`src/design/wrrtt_pkg.sv`:
```
package wrrtt_pkg;

  // Defaults for the top-level parameters
  localparam int unsigned MaxTasksDef   = 16;
  localparam int unsigned IdBitsDef     = 8;
  localparam int unsigned WeightBitsDef = 8;

  // Fixed payload widths
  localparam int unsigned ReqTypeW    = 2;
  localparam int unsigned TaskIdW     = 8;
  localparam int unsigned WeightInW   = 8;
  localparam int unsigned StatusW     = 3;
  localparam int unsigned GrantIdW    = 8;
  localparam int unsigned GrantTimesW = 32;
  localparam int unsigned ActiveW     = 5;

  typedef enum logic [ReqTypeW-1:0] {
    REQ_ADD        = 2'd0,
    REQ_REMOVE     = 2'd1,
    REQ_SET_WEIGHT = 2'd2,
    REQ_GRANT      = 2'd3
  } req_e;

  typedef enum logic [StatusW-1:0] {
    STATUS_OK        = 3'd0,
    STATUS_DUPLICATE = 3'd1,
    STATUS_NOT_FOUND = 3'd2,
    STATUS_FULL      = 3'd3,
    STATUS_EMPTY     = 3'd4
  } status_e;

  // Control handed from the sequencer to the head of the slot chain
  typedef struct packed {
    req_e op;
    logic in_range;  // slot at the head is occupied
    logic done;      // match or grant already seen in this request
    logic walk;      // grant walk has reached the cursor
    logic append;    // head position is the first free slot
  } head_ctl_t;

endpackage

```
`src/design/wrrtt_if.sv`:
```
interface wrrtt_req_if;
  logic                               valid;
  logic                               ready;
  logic [wrrtt_pkg::ReqTypeW-1:0]     req_type;
  logic [wrrtt_pkg::TaskIdW-1:0]      task_id;
  logic [wrrtt_pkg::WeightInW-1:0]    weight_in;

  modport source (output valid, req_type, task_id, weight_in, input ready);
  modport sink   (input valid, req_type, task_id, weight_in, output ready);
endinterface

interface wrrtt_rsp_if;
  logic                                valid;
  logic                                ready;
  logic [wrrtt_pkg::StatusW-1:0]       status;
  logic                                grant_valid;
  logic [wrrtt_pkg::GrantIdW-1:0]      grant_id;
  logic [wrrtt_pkg::GrantTimesW-1:0]   grant_times;
  logic [wrrtt_pkg::ActiveW-1:0]       active_tasks;

  modport source (output valid, status, grant_valid, grant_id, grant_times, active_tasks,
                  input ready);
  modport sink   (input valid, status, grant_valid, grant_id, grant_times, active_tasks,
                  output ready);
endinterface

```
`src/design/weighted_round_robin_task_table.sv`:
```
// Weighted round-robin task table. The slots form a ring of MAX_TASKS cells
// that turns one position per cycle past a single head unit while a request
// walks. Add, remove, set weight and a grant on an empty table each take one
// full turn of the ring between acceptance in the idle state and the hand-off
// of the result from the send state to the output register.
// A grant keeps turning the ring in full turns until a slot with a zero skip
// counter comes by; slots before the cursor are skipped in the first turn.
// Requests are taken one at a time; a result waiting on the output does not
// hold off the next request from being taken and walked, but that request
// waits in the send state until the output register frees, which adds the
// output stall to it.
module weighted_round_robin_task_table #(
  parameter int unsigned MAX_TASKS   = wrrtt_pkg::MaxTasksDef,
  parameter int unsigned ID_BITS     = wrrtt_pkg::IdBitsDef,
  parameter int unsigned WEIGHT_BITS = wrrtt_pkg::WeightBitsDef
) (
  input  logic               clk_i,
  input  logic               rst_ni,
  wrrtt_req_if.sink          req_i,
  wrrtt_rsp_if.source        rsp_o
);

  localparam int unsigned SlotW = ID_BITS + 2 * WEIGHT_BITS + wrrtt_pkg::GrantTimesW;
  localparam int unsigned KW    = $clog2(MAX_TASKS);
  localparam int unsigned CW    = $clog2(MAX_TASKS + 1);
  localparam logic [16:0] WeightMax = 17'((2 ** WEIGHT_BITS) - 1);

  typedef enum logic [2:0] {
    SM_IDLE = 3'b001,
    SM_WALK = 3'b010,
    SM_SEND = 3'b100
  } state_e;

  state_e                            state_q;
  wrrtt_pkg::req_e                   op_q;
  logic [ID_BITS-1:0]                key_q;
  logic [WEIGHT_BITS-1:0]            wt_q;
  logic [KW-1:0]                     k_q;
  logic                              first_q, found_q;
  logic [CW-1:0]                     cnt_q, cur_q, gcur_q;
  logic [ID_BITS-1:0]                gid_q;
  logic [wrrtt_pkg::GrantTimesW-1:0] gtimes_q;
  logic                              gval_q;
  wrrtt_pkg::status_e                stat_q;

  logic                              rsp_valid_q, rsp_gval_q;
  logic [wrrtt_pkg::StatusW-1:0]     rsp_status_q;
  logic [wrrtt_pkg::GrantIdW-1:0]    rsp_gid_q;
  logic [wrrtt_pkg::GrantTimesW-1:0] rsp_gtimes_q;
  logic [wrrtt_pkg::ActiveW-1:0]     rsp_active_q;

  logic [SlotW-1:0]                  slot_q [MAX_TASKS];
  logic [SlotW-1:0]                  tail;
  logic                              hit, walking, last, found_now, finish, req_xfer, rsp_load;
  logic [ID_BITS-1:0]                head_gid;
  logic [wrrtt_pkg::GrantTimesW-1:0] head_gtimes;
  logic [CW-1:0]                     k_ext, cur_eff, cnt_dec;
  wrrtt_pkg::head_ctl_t              ctl;
  logic [16:0]                       w_ext, w_sat;
  logic [39:0]                       id_ext, gid_ext;
  logic [8:0]                        cnt_ext;

  // Slot ring
  for (genvar i = 0; i < MAX_TASKS; i++) begin : g_cell
    logic [SlotW-1:0] nbr;
    if (i == MAX_TASKS - 1) begin : g_tail
      assign nbr = tail;
    end else begin : g_mid
      assign nbr = slot_q[i+1];
    end
    wrrtt_cell #(.SlotW(SlotW)) u_cell (
      .clk_i  (clk_i),
      .shift_i(walking),
      .slot_i (nbr),
      .slot_o (slot_q[i])
    );
  end

  wrrtt_head #(
    .ID_BITS    (ID_BITS),
    .WEIGHT_BITS(WEIGHT_BITS)
  ) u_head (
    .ctl_i        (ctl),
    .key_i        (key_q),
    .weight_i     (wt_q),
    .head_i       (slot_q[0]),
    .next_i       (slot_q[1]),
    .tail_o       (tail),
    .hit_o        (hit),
    .grant_id_o   (head_gid),
    .grant_times_o(head_gtimes)
  );

  assign walking   = (state_q == SM_WALK);
  assign req_xfer  = req_i.valid && req_i.ready;
  assign rsp_load  = (state_q == SM_SEND) && (!rsp_valid_q || rsp_o.ready);
  assign last      = (k_q == KW'(MAX_TASKS - 1));
  assign k_ext     = CW'(k_q);
  assign cur_eff   = (cur_q >= cnt_q) ? '0 : cur_q;
  assign found_now = found_q || hit;
  assign cnt_dec   = cnt_q - CW'(1);
  assign finish    = walking && last &&
                     ((op_q != wrrtt_pkg::REQ_GRANT) || found_now || (cnt_q == '0));

  always_comb begin
    ctl.op       = op_q;
    ctl.in_range = (k_ext < cnt_q);
    ctl.done     = found_q;
    ctl.walk     = !first_q || (k_ext >= cur_eff);
    ctl.append   = (k_ext == cnt_q) && !found_q;
  end

  // Weight clamp and id trim at the input
  always_comb begin
    w_ext  = 17'(req_i.weight_in);
    w_sat  = (w_ext == '0) ? 17'd1 : ((w_ext > WeightMax) ? WeightMax : w_ext);
    id_ext = 40'(req_i.task_id);
  end

  always_ff @(posedge clk_i or negedge rst_ni) begin
    if (!rst_ni) begin
      state_q     <= SM_IDLE;
      cnt_q       <= '0;
      cur_q       <= '0;
      k_q         <= '0;
      first_q     <= 1'b0;
      found_q     <= 1'b0;
      rsp_valid_q <= 1'b0;
    end else begin
      unique case (state_q)
        SM_IDLE: begin
          if (req_xfer) begin
            k_q     <= '0;
            first_q <= 1'b1;
            found_q <= 1'b0;
            state_q <= SM_WALK;
          end
        end
        SM_WALK: begin
          k_q     <= last ? '0 : k_q + KW'(1);
          found_q <= found_now;
          if (last) begin
            first_q <= 1'b0;
          end
          if (finish) begin
            state_q <= SM_SEND;
            unique case (op_q)
              wrrtt_pkg::REQ_ADD: begin
                if (!found_now && (cnt_q != CW'(MAX_TASKS))) begin
                  cnt_q <= cnt_q + CW'(1);
                end
              end
              wrrtt_pkg::REQ_REMOVE: begin
                if (found_now) begin
                  cnt_q <= cnt_dec;
                  if (cur_q >= cnt_dec) begin
                    cur_q <= '0;
                  end
                end
              end
              wrrtt_pkg::REQ_SET_WEIGHT: begin
              end
              wrrtt_pkg::REQ_GRANT: begin
                if (hit) begin
                  cur_q <= k_ext + CW'(1);
                end else if (found_q) begin
                  cur_q <= gcur_q;
                end
              end
            endcase
          end
        end
        SM_SEND: begin
          if (rsp_load) begin
            state_q <= SM_IDLE;
          end
        end
        default: state_q <= SM_IDLE;
      endcase

      if (rsp_load) begin
        rsp_valid_q <= 1'b1;
      end else if (rsp_o.ready) begin
        rsp_valid_q <= 1'b0;
      end
    end
  end

  always_ff @(posedge clk_i) begin
    if (req_xfer) begin
      op_q  <= wrrtt_pkg::req_e'(req_i.req_type);
      key_q <= id_ext[ID_BITS-1:0];
      wt_q  <= w_sat[WEIGHT_BITS-1:0];
    end
    if (walking && hit && (op_q == wrrtt_pkg::REQ_GRANT)) begin
      gid_q    <= head_gid;
      gtimes_q <= head_gtimes;
      gcur_q   <= k_ext + CW'(1);
    end
    if (finish) begin
      gval_q <= (op_q == wrrtt_pkg::REQ_GRANT) && found_now;
      unique case (op_q)
        wrrtt_pkg::REQ_ADD: begin
          if (found_now) begin
            stat_q <= wrrtt_pkg::STATUS_DUPLICATE;
          end else if (cnt_q == CW'(MAX_TASKS)) begin
            stat_q <= wrrtt_pkg::STATUS_FULL;
          end else begin
            stat_q <= wrrtt_pkg::STATUS_OK;
          end
        end
        wrrtt_pkg::REQ_REMOVE, wrrtt_pkg::REQ_SET_WEIGHT: begin
          stat_q <= found_now ? wrrtt_pkg::STATUS_OK : wrrtt_pkg::STATUS_NOT_FOUND;
        end
        wrrtt_pkg::REQ_GRANT: begin
          stat_q <= (cnt_q == '0) ? wrrtt_pkg::STATUS_EMPTY : wrrtt_pkg::STATUS_OK;
        end
      endcase
    end
    if (rsp_load) begin
      rsp_status_q <= stat_q;
      rsp_gval_q   <= gval_q;
      rsp_gid_q    <= gval_q ? gid_ext[wrrtt_pkg::GrantIdW-1:0] : '0;
      rsp_gtimes_q <= gval_q ? gtimes_q : '0;
      rsp_active_q <= cnt_ext[wrrtt_pkg::ActiveW-1:0];
    end
  end

  assign gid_ext = 40'(gid_q);
  assign cnt_ext = 9'(cnt_q);

  assign req_i.ready        = (state_q == SM_IDLE);
  assign rsp_o.valid        = rsp_valid_q;
  assign rsp_o.status       = rsp_status_q;
  assign rsp_o.grant_valid  = rsp_gval_q;
  assign rsp_o.grant_id     = rsp_gid_q;
  assign rsp_o.grant_times  = rsp_gtimes_q;
  assign rsp_o.active_tasks = rsp_active_q;

endmodule

```
`src/design/wrrtt_cell.sv`:
```
// One table slot; takes its neighbor's slot on every shift.
module wrrtt_cell #(
  parameter int unsigned SlotW = 1
) (
  input  logic             clk_i,
  input  logic             shift_i,
  input  logic [SlotW-1:0] slot_i,
  output logic [SlotW-1:0] slot_o
);

  logic [SlotW-1:0] slot_q;

  always_ff @(posedge clk_i) begin
    if (shift_i) begin
      slot_q <= slot_i;
    end
  end

  assign slot_o = slot_q;

endmodule

```
`src/design/wrrtt_head.sv`:
```
// Works on the slot leaving the head of the chain and builds the slot that
// enters at the tail. Removal takes the second cell instead of the first, which
// closes the gap as the ring turns.
module wrrtt_head #(
  parameter int unsigned ID_BITS     = wrrtt_pkg::IdBitsDef,
  parameter int unsigned WEIGHT_BITS = wrrtt_pkg::WeightBitsDef,
  localparam int unsigned SlotW      = ID_BITS + 2 * WEIGHT_BITS + wrrtt_pkg::GrantTimesW
) (
  input  wrrtt_pkg::head_ctl_t                 ctl_i,
  input  logic [ID_BITS-1:0]                   key_i,
  input  logic [WEIGHT_BITS-1:0]               weight_i,
  input  logic [SlotW-1:0]                     head_i,
  input  logic [SlotW-1:0]                     next_i,
  output logic [SlotW-1:0]                     tail_o,
  output logic                                 hit_o,
  output logic [ID_BITS-1:0]                   grant_id_o,
  output logic [wrrtt_pkg::GrantTimesW-1:0]    grant_times_o
);

  typedef struct packed {
    logic [ID_BITS-1:0]                id;
    logic [WEIGHT_BITS-1:0]            weight;
    logic [WEIGHT_BITS-1:0]            skip;
    logic [wrrtt_pkg::GrantTimesW-1:0] grants;
  } slot_t;

  slot_t head, nxt, tail;
  logic  match;

  always_comb begin
    head  = slot_t'(head_i);
    nxt   = slot_t'(next_i);
    tail  = head;
    hit_o = 1'b0;
    match = ctl_i.in_range && !ctl_i.done && (head.id == key_i);
    unique case (ctl_i.op)
      wrrtt_pkg::REQ_ADD: begin
        hit_o = match;
        if (ctl_i.append) begin
          tail.id     = key_i;
          tail.weight = weight_i;
          tail.skip   = '0;
          tail.grants = '0;
        end
      end
      wrrtt_pkg::REQ_REMOVE: begin
        hit_o = match;
        if (ctl_i.done || match) begin
          tail = nxt;
        end
      end
      wrrtt_pkg::REQ_SET_WEIGHT: begin
        hit_o = match;
        if (match) begin
          tail.weight = weight_i;
        end
      end
      wrrtt_pkg::REQ_GRANT: begin
        if (ctl_i.in_range && !ctl_i.done && ctl_i.walk) begin
          if (head.skip != '0) begin
            tail.skip = head.skip - WEIGHT_BITS'(1);
          end else begin
            tail.skip   = head.weight - WEIGHT_BITS'(1);
            tail.grants = head.grants + wrrtt_pkg::GrantTimesW'(1);
            hit_o       = 1'b1;
          end
        end
      end
    endcase
  end

  assign tail_o        = SlotW'(tail);
  assign grant_id_o    = head.id;
  assign grant_times_o = head.grants + wrrtt_pkg::GrantTimesW'(1);

endmodule

```
`src/flat_wrapper.sv`:
```
// flat-port wrapper written by rule: the top's interface ports become plain ports
module weighted_round_robin_task_table_flat 
#(
  parameter int unsigned MAX_TASKS   = wrrtt_pkg::MaxTasksDef,
  parameter int unsigned ID_BITS     = wrrtt_pkg::IdBitsDef,
  parameter int unsigned WEIGHT_BITS = wrrtt_pkg::WeightBitsDef
)
  (clk_i, rst_ni, req_i_valid, req_i_req_type, req_i_task_id, req_i_weight_in, req_i_ready, rsp_o_valid, rsp_o_status, rsp_o_grant_valid, rsp_o_grant_id, rsp_o_grant_times, rsp_o_active_tasks, rsp_o_ready);
  wrrtt_req_if req_i_i ();
  wrrtt_rsp_if rsp_o_i ();
  input  logic clk_i;
  input  logic rst_ni;
  input wire logic [$bits(req_i_i.valid)-1:0] req_i_valid;
  input wire logic [$bits(req_i_i.req_type)-1:0] req_i_req_type;
  input wire logic [$bits(req_i_i.task_id)-1:0] req_i_task_id;
  input wire logic [$bits(req_i_i.weight_in)-1:0] req_i_weight_in;
  output wire logic [$bits(req_i_i.ready)-1:0] req_i_ready;
  output wire logic [$bits(rsp_o_i.valid)-1:0] rsp_o_valid;
  output wire logic [$bits(rsp_o_i.status)-1:0] rsp_o_status;
  output wire logic [$bits(rsp_o_i.grant_valid)-1:0] rsp_o_grant_valid;
  output wire logic [$bits(rsp_o_i.grant_id)-1:0] rsp_o_grant_id;
  output wire logic [$bits(rsp_o_i.grant_times)-1:0] rsp_o_grant_times;
  output wire logic [$bits(rsp_o_i.active_tasks)-1:0] rsp_o_active_tasks;
  input wire logic [$bits(rsp_o_i.ready)-1:0] rsp_o_ready;
  assign req_i_i.valid = req_i_valid;
  assign req_i_i.req_type = req_i_req_type;
  assign req_i_i.task_id = req_i_task_id;
  assign req_i_i.weight_in = req_i_weight_in;
  assign req_i_ready = req_i_i.ready;
  assign rsp_o_valid = rsp_o_i.valid;
  assign rsp_o_status = rsp_o_i.status;
  assign rsp_o_grant_valid = rsp_o_i.grant_valid;
  assign rsp_o_grant_id = rsp_o_i.grant_id;
  assign rsp_o_grant_times = rsp_o_i.grant_times;
  assign rsp_o_active_tasks = rsp_o_i.active_tasks;
  assign rsp_o_i.ready = rsp_o_ready;
  weighted_round_robin_task_table #(.MAX_TASKS(MAX_TASKS), .ID_BITS(ID_BITS), .WEIGHT_BITS(WEIGHT_BITS)) u_core (.clk_i(clk_i), .rst_ni(rst_ni), .req_i(req_i_i), .rsp_o(rsp_o_i));
endmodule
```
`config.mk`:
```
export PLATFORM = sky130hd
export DESIGN_NAME = weighted_round_robin_task_table_flat
export DESIGN_NICKNAME = d
export VERILOG_FILES = /design/src/design/wrrtt_pkg.sv /design/src/design/wrrtt_if.sv /design/src/design/weighted_round_robin_task_table.sv /design/src/design/wrrtt_cell.sv /design/src/design/wrrtt_head.sv /design/src/flat_wrapper.sv
export SDC_FILE = /design/constraint.sdc
export NUM_CORES = 1
export LEC_CHECK = 0
export BUFFER_PORTS_ARGS = -buffer_cell sky130_fd_sc_hd__buf_4
export CAP_MARGIN = 10
export CORE_ASPECT_RATIO = 0.8
export CORE_MARGIN = 10
export CORE_UTILIZATION = 30
export CTS_CLUSTER_SIZE = 16
export DETAILED_ROUTE_END_ITERATION = 8
export PLACE_DENSITY = 0.46
export RECOVER_POWER = 25
export SYNTH_ARGS = -nofsm -noshare
export SYNTH_HDL_FRONTEND = slang
export SYNTH_SLANG_ARGS = --single-unit
```
`constraint.sdc`:
```
create_clock -name clk_i -period 49.6 [get_ports clk_i]
set_clock_uncertainty 0.1 [all_clocks]
set_input_delay 7.44 -clock clk_i [delete_from_list [all_inputs] [get_ports clk_i]]
set_output_delay 7.44 -clock clk_i [all_outputs]
set_load 0.05 [all_outputs]
```
== Word level (Yosys, flattened, before mapping) ==
Cells that the tools add are included.
Word-level totals
  bits in registers: 1032
  input bits: 22
  output and inout port bits: 51
  word-level logic and storage cells: 144
Cells by class
  add/sub/neg operators: 7
  magnitude comparators: 4
  eq/ne operators: 20
  muxes and demuxes: 40
  reduce and logical (&&, ||, !) cells: 37
Operators with widths (number)
  40-bit one-hot mux with 3 select lines: 1
  56-bit 2-to-1 mux: 2
  40-bit 2-to-1 mux: 1
  5-bit 2-to-1 mux: 7
  32-bit by 1-bit adder with 32-bit output, second input constant: 1
  32-bit 2-to-1 mux: 1
  8-bit one-hot mux with 3 select lines: 1
  5-bit one-hot mux with 2 select lines: 2
  3-bit one-hot mux with 3 select lines: 2
  8-bit 2-to-1 mux: 2
  8-bit one-hot mux with 2 select lines: 1
  8-bit by 1-bit subtractor with 8-bit output, second input constant: 2
  3-bit 2-to-1 mux: 5
  1-bit logical AND: 12
  5-bit >= comparator: 2
  8-bit equality test: 1
  8-bit logical NOT: 1
  4-bit 2-to-1 mux: 2
  2-bit by 1-bit inequality test with 1-bit output, second input constant: 4
  2-bit inequality test, second input constant: 4
  4-bit one-hot mux with 2 select lines: 1
  2-bit nonzero test: 4
  8-bit nonzero test: 1
  1-bit 2-to-1 mux: 7
  28 further kinds: 41

== Logic depth before layout (Yosys ltp) ==
Gate-level depths: netlist of run 1.
  word-level depth: 13
  gate-level depth with buffers: 17
  mapped depth without buffers: 15

== Modules after synthesis ==
Synthesis of run 1 repeated with hierarchy kept, for this count alone.
Second synthesis, totals
  cell total of the unflattened synthesis: 1682
  area, all modules: 35072.4 um^2
Modules (own cells, without submodules)
  wrrtt_cell: times used 16, cells each 56, area an instance 1681.6 um^2, sequential area each 1681.6 um^2
  weighted_round_robin_task_table: times used 1, cells each 342, area an instance 5386.4 um^2, sequential area each 3985.1 um^2
  wrrtt_head: times used 1, cells each 444, area an instance 2780.2 um^2, sequential area each 0.0 um^2

== Worst setup path after synthesis of run 1 ==
No wires, ideal clock.
  path type: reg2reg
  start point: register u_core.state_q[0]
  end point: register u_core.gval_q, enable pin
  library setup time: 387 ps
  data arrival time: 21871 ps
  required time: 49113 ps
  setup slack: 27242 ps
  stages on the path, launching flop included: 7
  buffers on the path: 1
  period minus slack after synthesis: 22358 ps
  cell sequence: dfstp_2 clkbuf_1 nor2_1 nand2_1 inv_1 nand2_1 a31oi_1
On the way
  word-level cells in the longest chain between the ends: 3
RTL lines
  start, declared: RTL line weighted_round_robin_task_table.sv:34  | state_e state_q;
  start signal, assigned: RTL line weighted_round_robin_task_table.sv:122  | state_q <= SM_IDLE;
  start signal, assigned: RTL line weighted_round_robin_task_table.sv:136  | state_q <= SM_WALK;
  start signal, assigned: RTL line weighted_round_robin_task_table.sv:146  | state_q <= SM_SEND;
  3-bit by 2-bit equality test with 1-bit output: RTL line weighted_round_robin_task_table.sv:94  | assign walking = (state_q == SM_WALK);
  1-bit logical AND (2 in a row): RTL line weighted_round_robin_task_table.sv:102  | assign finish = walking && last &&
  net u_core.finish: RTL line weighted_round_robin_task_table.sv:54  | logic hit, walking, last, found_now, finish, req_xfer, rsp_load;
  end signal, assigned: RTL line weighted_round_robin_task_table.sv:201  | gval_q <= (op_q == wrrtt_pkg::REQ_GRANT) && found_now;
  end, declared: RTL line weighted_round_robin_task_table.sv:43  | logic gval_q;
The timed path passes the listed nets, and every way through them passes these cells.
A chain may end at the register's enable or synchronous reset.

== Final worst setup path of run 1 ==
  start point: register u_core.state_q[0]
  end point: output req_i_ready
On the way
  word-level cells in the longest chain between the ends: 1
RTL lines
  3-bit by 1-bit equality test with 1-bit output: RTL line weighted_round_robin_task_table.sv:232  | assign req_i.ready = (state_q == SM_IDLE);
  end, declared: RTL line flat_wrapper.sv:17  | output wire logic [$bits(req_i_i.ready)-1:0] req_i_ready;
No other way between the ends.

==> results_dict.tcl, run 1 <==
set metrics [dict create \
    io_buffer_count 72 \
    ant_nets 0 \
    coreArea_um2 115000 \
    cellInternalPower_mw 1.658 \
    place_congestion 0.8047 \
    path_cells "nor3b_1 > buf_4" \
    finalWorstSetupSlack_ps 39780 \
    cts_setup_buffers 0 \
    critPathMaxFanout 8 \
    grt_use_met3 0.02468 \
    drt-vias-per-instance 4.351 \
    synthesis.nets 1705 \
    async_flop_share 0.01938 \
    rsz0062_at_grt "false" \
    grtUsageMet2 0.1143 \
    worst_skew_pair.late_latency_ps 700 \
    slew_headroom 0.1614 \
    place_area_um2 37410 \
    start_kind "register" \
    num_rows 111 \
    drc 0 \
    min_path_type "register to register" \
    cp-end-kind "output port" \
    seq_area_frac_synth 0.8847 \
    switching_share 0.2376 \
    regArea_um2 30890 \
    syn_inst 1656 \
    switching_power_mw 0.5165 \
    antenna_found_initial 2 \
    grt_pass1_vias 14730 \
    cts_hold_buffers 0 \
    slowest_stage "nor3b_1" \
    fillCellCount 10690 \
    ys_ff_latch 1032 \
    cp.required_ps 42060 \
    grt.total_usage 0.08987 \
    ys_warn_count 0 \
    seq_power_share 0.569 \
    design.die.area_um2 130500 \
    die_w_um 401.4 \
    grt_max_degree 195 \
    avgRoutedWirePerCell_um 17.66 \
    ios 73 \
    globalRouteMet1Util 0.1427 \
    cts-root-buf "clkbuf_16" \
    worst_hold_slack_ps 295.2 \
    drtIter0Drc 1316 \
    hold_depth 0 \
    power_density_nw_per_um2 53.33 \
    htreeDepth 3 \
    area_growth_pct 16.74 \
    grt_overflow_total 0 \
    r2r-end "u_core.g_cell[15].u_cell.slot_o[9]" \
    critPathKind "register to output port" \
    cp_data_arrival_time_ps 2280 \
    grt_first_pass_wirelength_um 91680 \
    maxCapViolCount 0 \
    cts_tree "yes" \
    slowest_delay_ps 650 \
    clk_pin_slew_worst_paths_ps 60 \
    r2r_setup_slack_ps 44360 \
    clk_path_buf_depth 3 \
    synth_area_per_cell_um2 21.09 \
    dpl.hpwl_um 34020 \
    period_minus_slack_ps 9817 \
    synthDistinctLibCells 66 \
    fin_crit_sh 0.1979 \
    finalSetupViolCount 0 \
    layout-drive-gt1-share 0.1422 \
    p_leak_nw 13.24 \
    syn-cell-area_um2 34920 \
    slew_violations 0 \
    synth_ff_type "edfxtp_1" \
    fp.dieH_um 325.2 \
    clkPwrFrac 0.352 \
    tns_ps 0 \
    synth_edf_count 1012 \
    num-nets-final 1862 \
    routed_wl_um 60470 \
    combPwrFrac 0.079 \
    timing.fmax_mhz 101.9 \
    grt-busiest-layer "met1" \
    design_area_um2 40760 \
    firstDrtPassIters 5 \
    hold_start "u_core.g_cell[6].u_cell.slot_o[30]" \
    start_util 0.3037 \
    vias 14900 \
    holdPathEnd "u_core.g_cell[5].u_cell.slot_o[30]" \
    cts_resized 0 \
    dp_slack_ps 40340 \
    r2r_start "u_core.cnt_q[0]" \
    hold_viol 0 \
    utilization 0.3545 \
    numCtsBuffers 103 \
    tightest_slew_ps 1252 \
    multi_input_area_um2 3790 \
    reg2reg_depth 15 \
    cts_sinks 1032 \
    status "finished clean" \
    ir_drop_uv 27.04 \
]
-- worst max-delay path: cells and delay by family (launching register included) --
family        cells  cell delay [ps]
flops             1              600
simple gates      1              650
buf+inv           1              330
-- flip-flops by register name, summed over array words and instances, names as in the netlist, 2 cells and up --
| signal | cells |
|---|---|
| u_core.gtimes_q | 32 |
| u_core.state_q | 3 |
| u_core.cur_q | 5 |
| u_core.cnt_q | 5 |
| u_core.rsp_o.status | 3 |
| u_core.gid_q | 8 |
| u_core.gcur_q | 5 |
| u_core.key_q | 8 |
| u_core.g_cell.u_cell.slot_o | 896 |
| u_core.stat_q | 3 |
| u_core.rsp_o.grant_id | 8 |
| u_core.wt_q | 8 |
| u_core.op_q | 2 |
| u_core.k_q | 4 |
| u_core.rsp_o.grant_times | 32 |
| u_core.rsp_o.active_tasks | 5 |
-- Yosys cell counts (all sizes together), types with 7 or more instances --
master | number | area [um^2]
edfxtp | 1012 | 30390
nand2 | 75 | 281.5
nor2 | 50 | 204.0
and2 | 46 | 287.8
o21ai | 41 | 205.2
xnor2 | 32 | 280.3
clkbuf | 31 | 116.4
ha | 27 | 337.8
a21oi | 25 | 125.1
inv | 25 | 93.84
nand3 | 24 | 132.6
mux2i | 22 | 220.2
xor2 | 22 | 192.7
a22oi | 21 | 157.7
dfrtp | 19 | 475.5
nor3 | 19 | 100.1
a21o | 18 | 135.1
nand4 | 14 | 93.84
mux2 | 11 | 135.1
a221o | 10 | 100.1
buf | 10 | 51.29
nor2b | 10 | 62.56
a22o | 8 | 70.07
and3 | 7 | 43.79
nand2b | 7 | 43.79
nor4 | 7 | 50.05
-- cells in the final DEF (no fill, tap or decap), types with 24 or more instances in the layout --
cell type  count
nor2_1        47
inv_1         24
a21oi_1       25
clkbuf_16    105
nand2_1       75
xnor2_1       32
o21ai_0       39
ha_1          26
and2_1        44
clkinv_1      27
edfxtp_1    1012
buf_4         91
-- through the flow --
step / instances / total power, mW
floorplan: 1656 / 1.490
global placement: 3233 / 1.419
detailed placement: 3233 / 1.429
CTS: 3424 / 2.211
global route: 3424 / 2.278
finish: 3425 / 2.174
-- per-layer routing --
metal | share of wire | up-vias
met5 | 0.00012 | -
met4 | 0.026 | 2
met3 | 0.049 | 116
met2 | 0.39 | 307
met1 | 0.53 | 7663
li1 | - | 6813
-- worst max-delay path by stage --
stage | start | to | slack [ps] | cells past startpoint
6_report | u_core.state_q[0] | req_i_ready | 39780 | 2
5_1_grt | u_core.state_q[0] | req_i_ready | 39680 | 2
4_1_cts | u_core.state_q[0] | req_i_ready | 39700 | 2
3_5_place_dp | rsp_o_ready | u_core.rsp_o.grant_times[21] | 40340 | 4
3_3_place_gp | rsp_o_ready | u_core.rsp_o.grant_times[20] | 40400 | 4
2_1_floorplan | u_core.state_q[0] | u_core.gval_q | 27240 | 6
-- cell type report --
class	instances	area share
inverter	25	0.002486
antenna	1	0.00006139
tap	1525	0.04681
clock inverter	68	0.01602
multi-input combinational	558	0.09297
sequential	1032	0.7578
clock buffer	123	0.06611
timing repair buffer	93	0.01774
-- power groups by stage --
stage               Combinational, mW  Sequential [mW]  Clock (mW)
detailed placement              0.175             1.25           0
global route                    0.192             1.25       0.833
global placement                0.169             1.25           0
finish                          0.172             1.24       0.764
floorplan                       0.117             1.37           0
CTS                             0.176             1.24       0.796
-- cell families (layout without fill, tap and decap cells) --
logic type	Yosys count	after routing	synth area share
simple gates	284	284	0.04329
compound gates	160	160	0.03117
mux	33	33	0.01018
buf+inv	66	309	0.007489
flops	1032	1032	0.8847
xor+xnor	54	54	0.01354
other cells	0	1	0
fa+ha+maj	27	27	0.009675
(Power assumes the default switching activity.)
==> run 2, diff against run 1 <==
PLACE_DENSITY = 0.48   (was 0.46)
clock period = 8.9 ns   (was 49.6 ns; I/O delays follow)
==> run 2 against run 1 <==
- utilization fell by 0.14 points
- worst hold slack better by 2.3 ps
- final cell count fell by 0.38%
- global-route usage shrank 0.087 points
- first-iteration DRC count increased by 2.4%
- die area did not move
- sequential share of layout area up 0.29 points
- critical path type is now register to register
==> results_dict.tcl, run 2 (synthesis results as in run 1) <==
set metrics [dict create \
    layout-drive-gt1-share 0.1363 \
    avgRoutedWirePerCell_um 17.57 \
    combPwrFrac 0.078 \
    switching_share 0.2359 \
    fp.dieH_um 325.2 \
    grt_max_degree 209 \
    p_leak_nw 13.12 \
    layout_commonest_cell "edfxtp_1" \
    critPathKind "register to register" \
    slowest_delay_ps 970 \
    cts_hold_buffers 0 \
    numCtsBuffers 100 \
    cp_common_cell "o21ai_0" \
    grt_overflow_total 0 \
    start_util 0.3037 \
    clk_pin_slew_worst_paths_ps 60 \
    start_kind "register" \
    grt_first_pass_wirelength_um 90720 \
    area_growth_pct 16.29 \
    grt.total_usage 0.08899 \
    num_rows 111 \
    cts_tree "yes" \
    clk_path_buf_depth 3 \
    cts_sinks 1032 \
    grt_pass1_vias 14780 \
    cp_data_arrival_time_ps 5320 \
    num-nets-final 1855 \
    slowest_stage "nor2_1" \
    design.die.area_um2 130500 \
    firstDrtPassIters 5 \
    coreArea_um2 115000 \
    drc 0 \
    vias 14890 \
    hold_viol 0 \
    cp.required_ps 9320 \
    tightest_slew_ps 1257 \
    drtIter0Drc 1347 \
    cts-root-buf "clkbuf_16" \
    rsz0062_at_grt "false" \
    antenna_found_initial 9 \
    clkPwrFrac 0.345 \
    critPathMaxFanout 14 \
    layout_common_cells "edfxtp_1, clkbuf_16, buf_4" \
    min_path_type "register to register" \
    r2r_start "u_core.cnt_q[0]" \
    drt-vias-per-instance 4.365 \
    finalSetupViolCount 0 \
    power_density_nw_per_um2 295.0 \
    slew_headroom 0.1592 \
    crit_family "simple AND/OR/NAND/NOR gates" \
    slew_violations 0 \
    switching_power_mw 2.826 \
    timing.fmax_mhz 204.1 \
    dpl.hpwl_um 34010 \
    path_cells "inv_1 > ha_1 > and2_0 > o21ai_0 > a21o_1 > a21oi_1 > and2_1 > ha_1 > nor2b_1 > o21ai_0 > o311ai_0 > or3_1 > nor2_1 > a22oi_1 > o21ai_0" \
    maxCapViolCount 0 \
    place_congestion 0.8018 \
    ios 73 \
    status "finished clean" \
    die_w_um 401.4 \
    htreeDepth 3 \
    worst_skew_pair.late_latency_ps 690 \
    ir_drop_uv 158.8 \
    worst_hold_slack_ps 297.5 \
    io_buffer_count 72 \
    cts_resized 0 \
    worstSetupStartpoint "u_core.cnt_q[0]" \
    period_minus_slack_ps 4900 \
    ant_nets 0 \
    seq_power_share 0.577 \
    largest_reg_flops 896 \
    hold_start "u_core.g_cell[3].u_cell.slot_o[4]" \
    dp.cells 3229 \
    crit_buf_inv 1 \
    fin_cells 3412 \
    cellInternalPower_mw 9.152 \
    cp-end-kind "register" \
    cts_setup_buffers 0 \
    routed_wl_um 59960 \
    fin_crit_sh 0.5506 \
]
-- run 2: cell types whose count changed in the layout (fill, tap and decap cells not counted), sizes merged --
cell,delta
clkinvlp,+5
clkinv,-6
buf,-4
clkbuf,-4
inv,-4
-- run 2: power groups by stage --
stage          sequential [mW]  combinational [mW]  clock [mW]
4_1_cts                   6.92               0.958        4.29
6_report                  6.92               0.932        4.13
2_1_floorplan             7.39               0.657           0
3_5_place_dp              7.00               0.953           0
5_1_grt                   7.00                1.04        4.48
3_3_place_gp              6.98               0.922           0
-- run 2: per-stage QoR --
step | power [mW] | setup WS, ps | util | TNS (ps) | cell area (um^2)
finish | 11.98 | 4000 | 0.3531 | 0 | 40610
global route | 12.52 | 3683 | 0.3531 | 0 | 40610
CTS | 12.17 | 4093 | 0.3531 | 0 | 40610
detailed placement | 7.953 | 4103 | 0.3253 | 0 | 37400
global placement | 7.903 | 4265 | 0.3253 | 0 | 37400
floorplan | 8.042 | -5893 | - | -5354180 | 34950
-- run 2: per-layer routing --
metal  wire (um)  vias up  track usage
met5          13        -            0
met4        1496        2      0.02876
met3        3501      120      0.02620
met2       23680      364       0.1150
met1       31270     7621       0.1389
li1            -     6786            -
-- run 2: area by class of cell --
type,count,area (um^2)
fillers,10750,74390
flip-flops and latches,1032,30890
multi-input cells,558,3801
clock buffers,119,2595
well taps,1525,1908
repair buffers,89,705.7
clock inverters,63,606.8
inverters,25,97.59
diodes,1,2.502
-- run 2: path summary, 6_finish.rpt --
check / to / slack, ps / cells after the start
max: u_core.g_cell[15].u_cell.slot_o[11] / 4000 / 15
min reg2reg: u_core.g_cell[2].u_cell.slot_o[4] / 300 / 0
min: u_core.g_cell[2].u_cell.slot_o[4] / 300 / 0
max reg2reg: u_core.g_cell[15].u_cell.slot_o[11] / 4000 / 15
min in group asynchronous: u_core.cnt_q[3] / 430 / 1
max in group asynchronous: u_core.state_q[0] / 7950 / 1
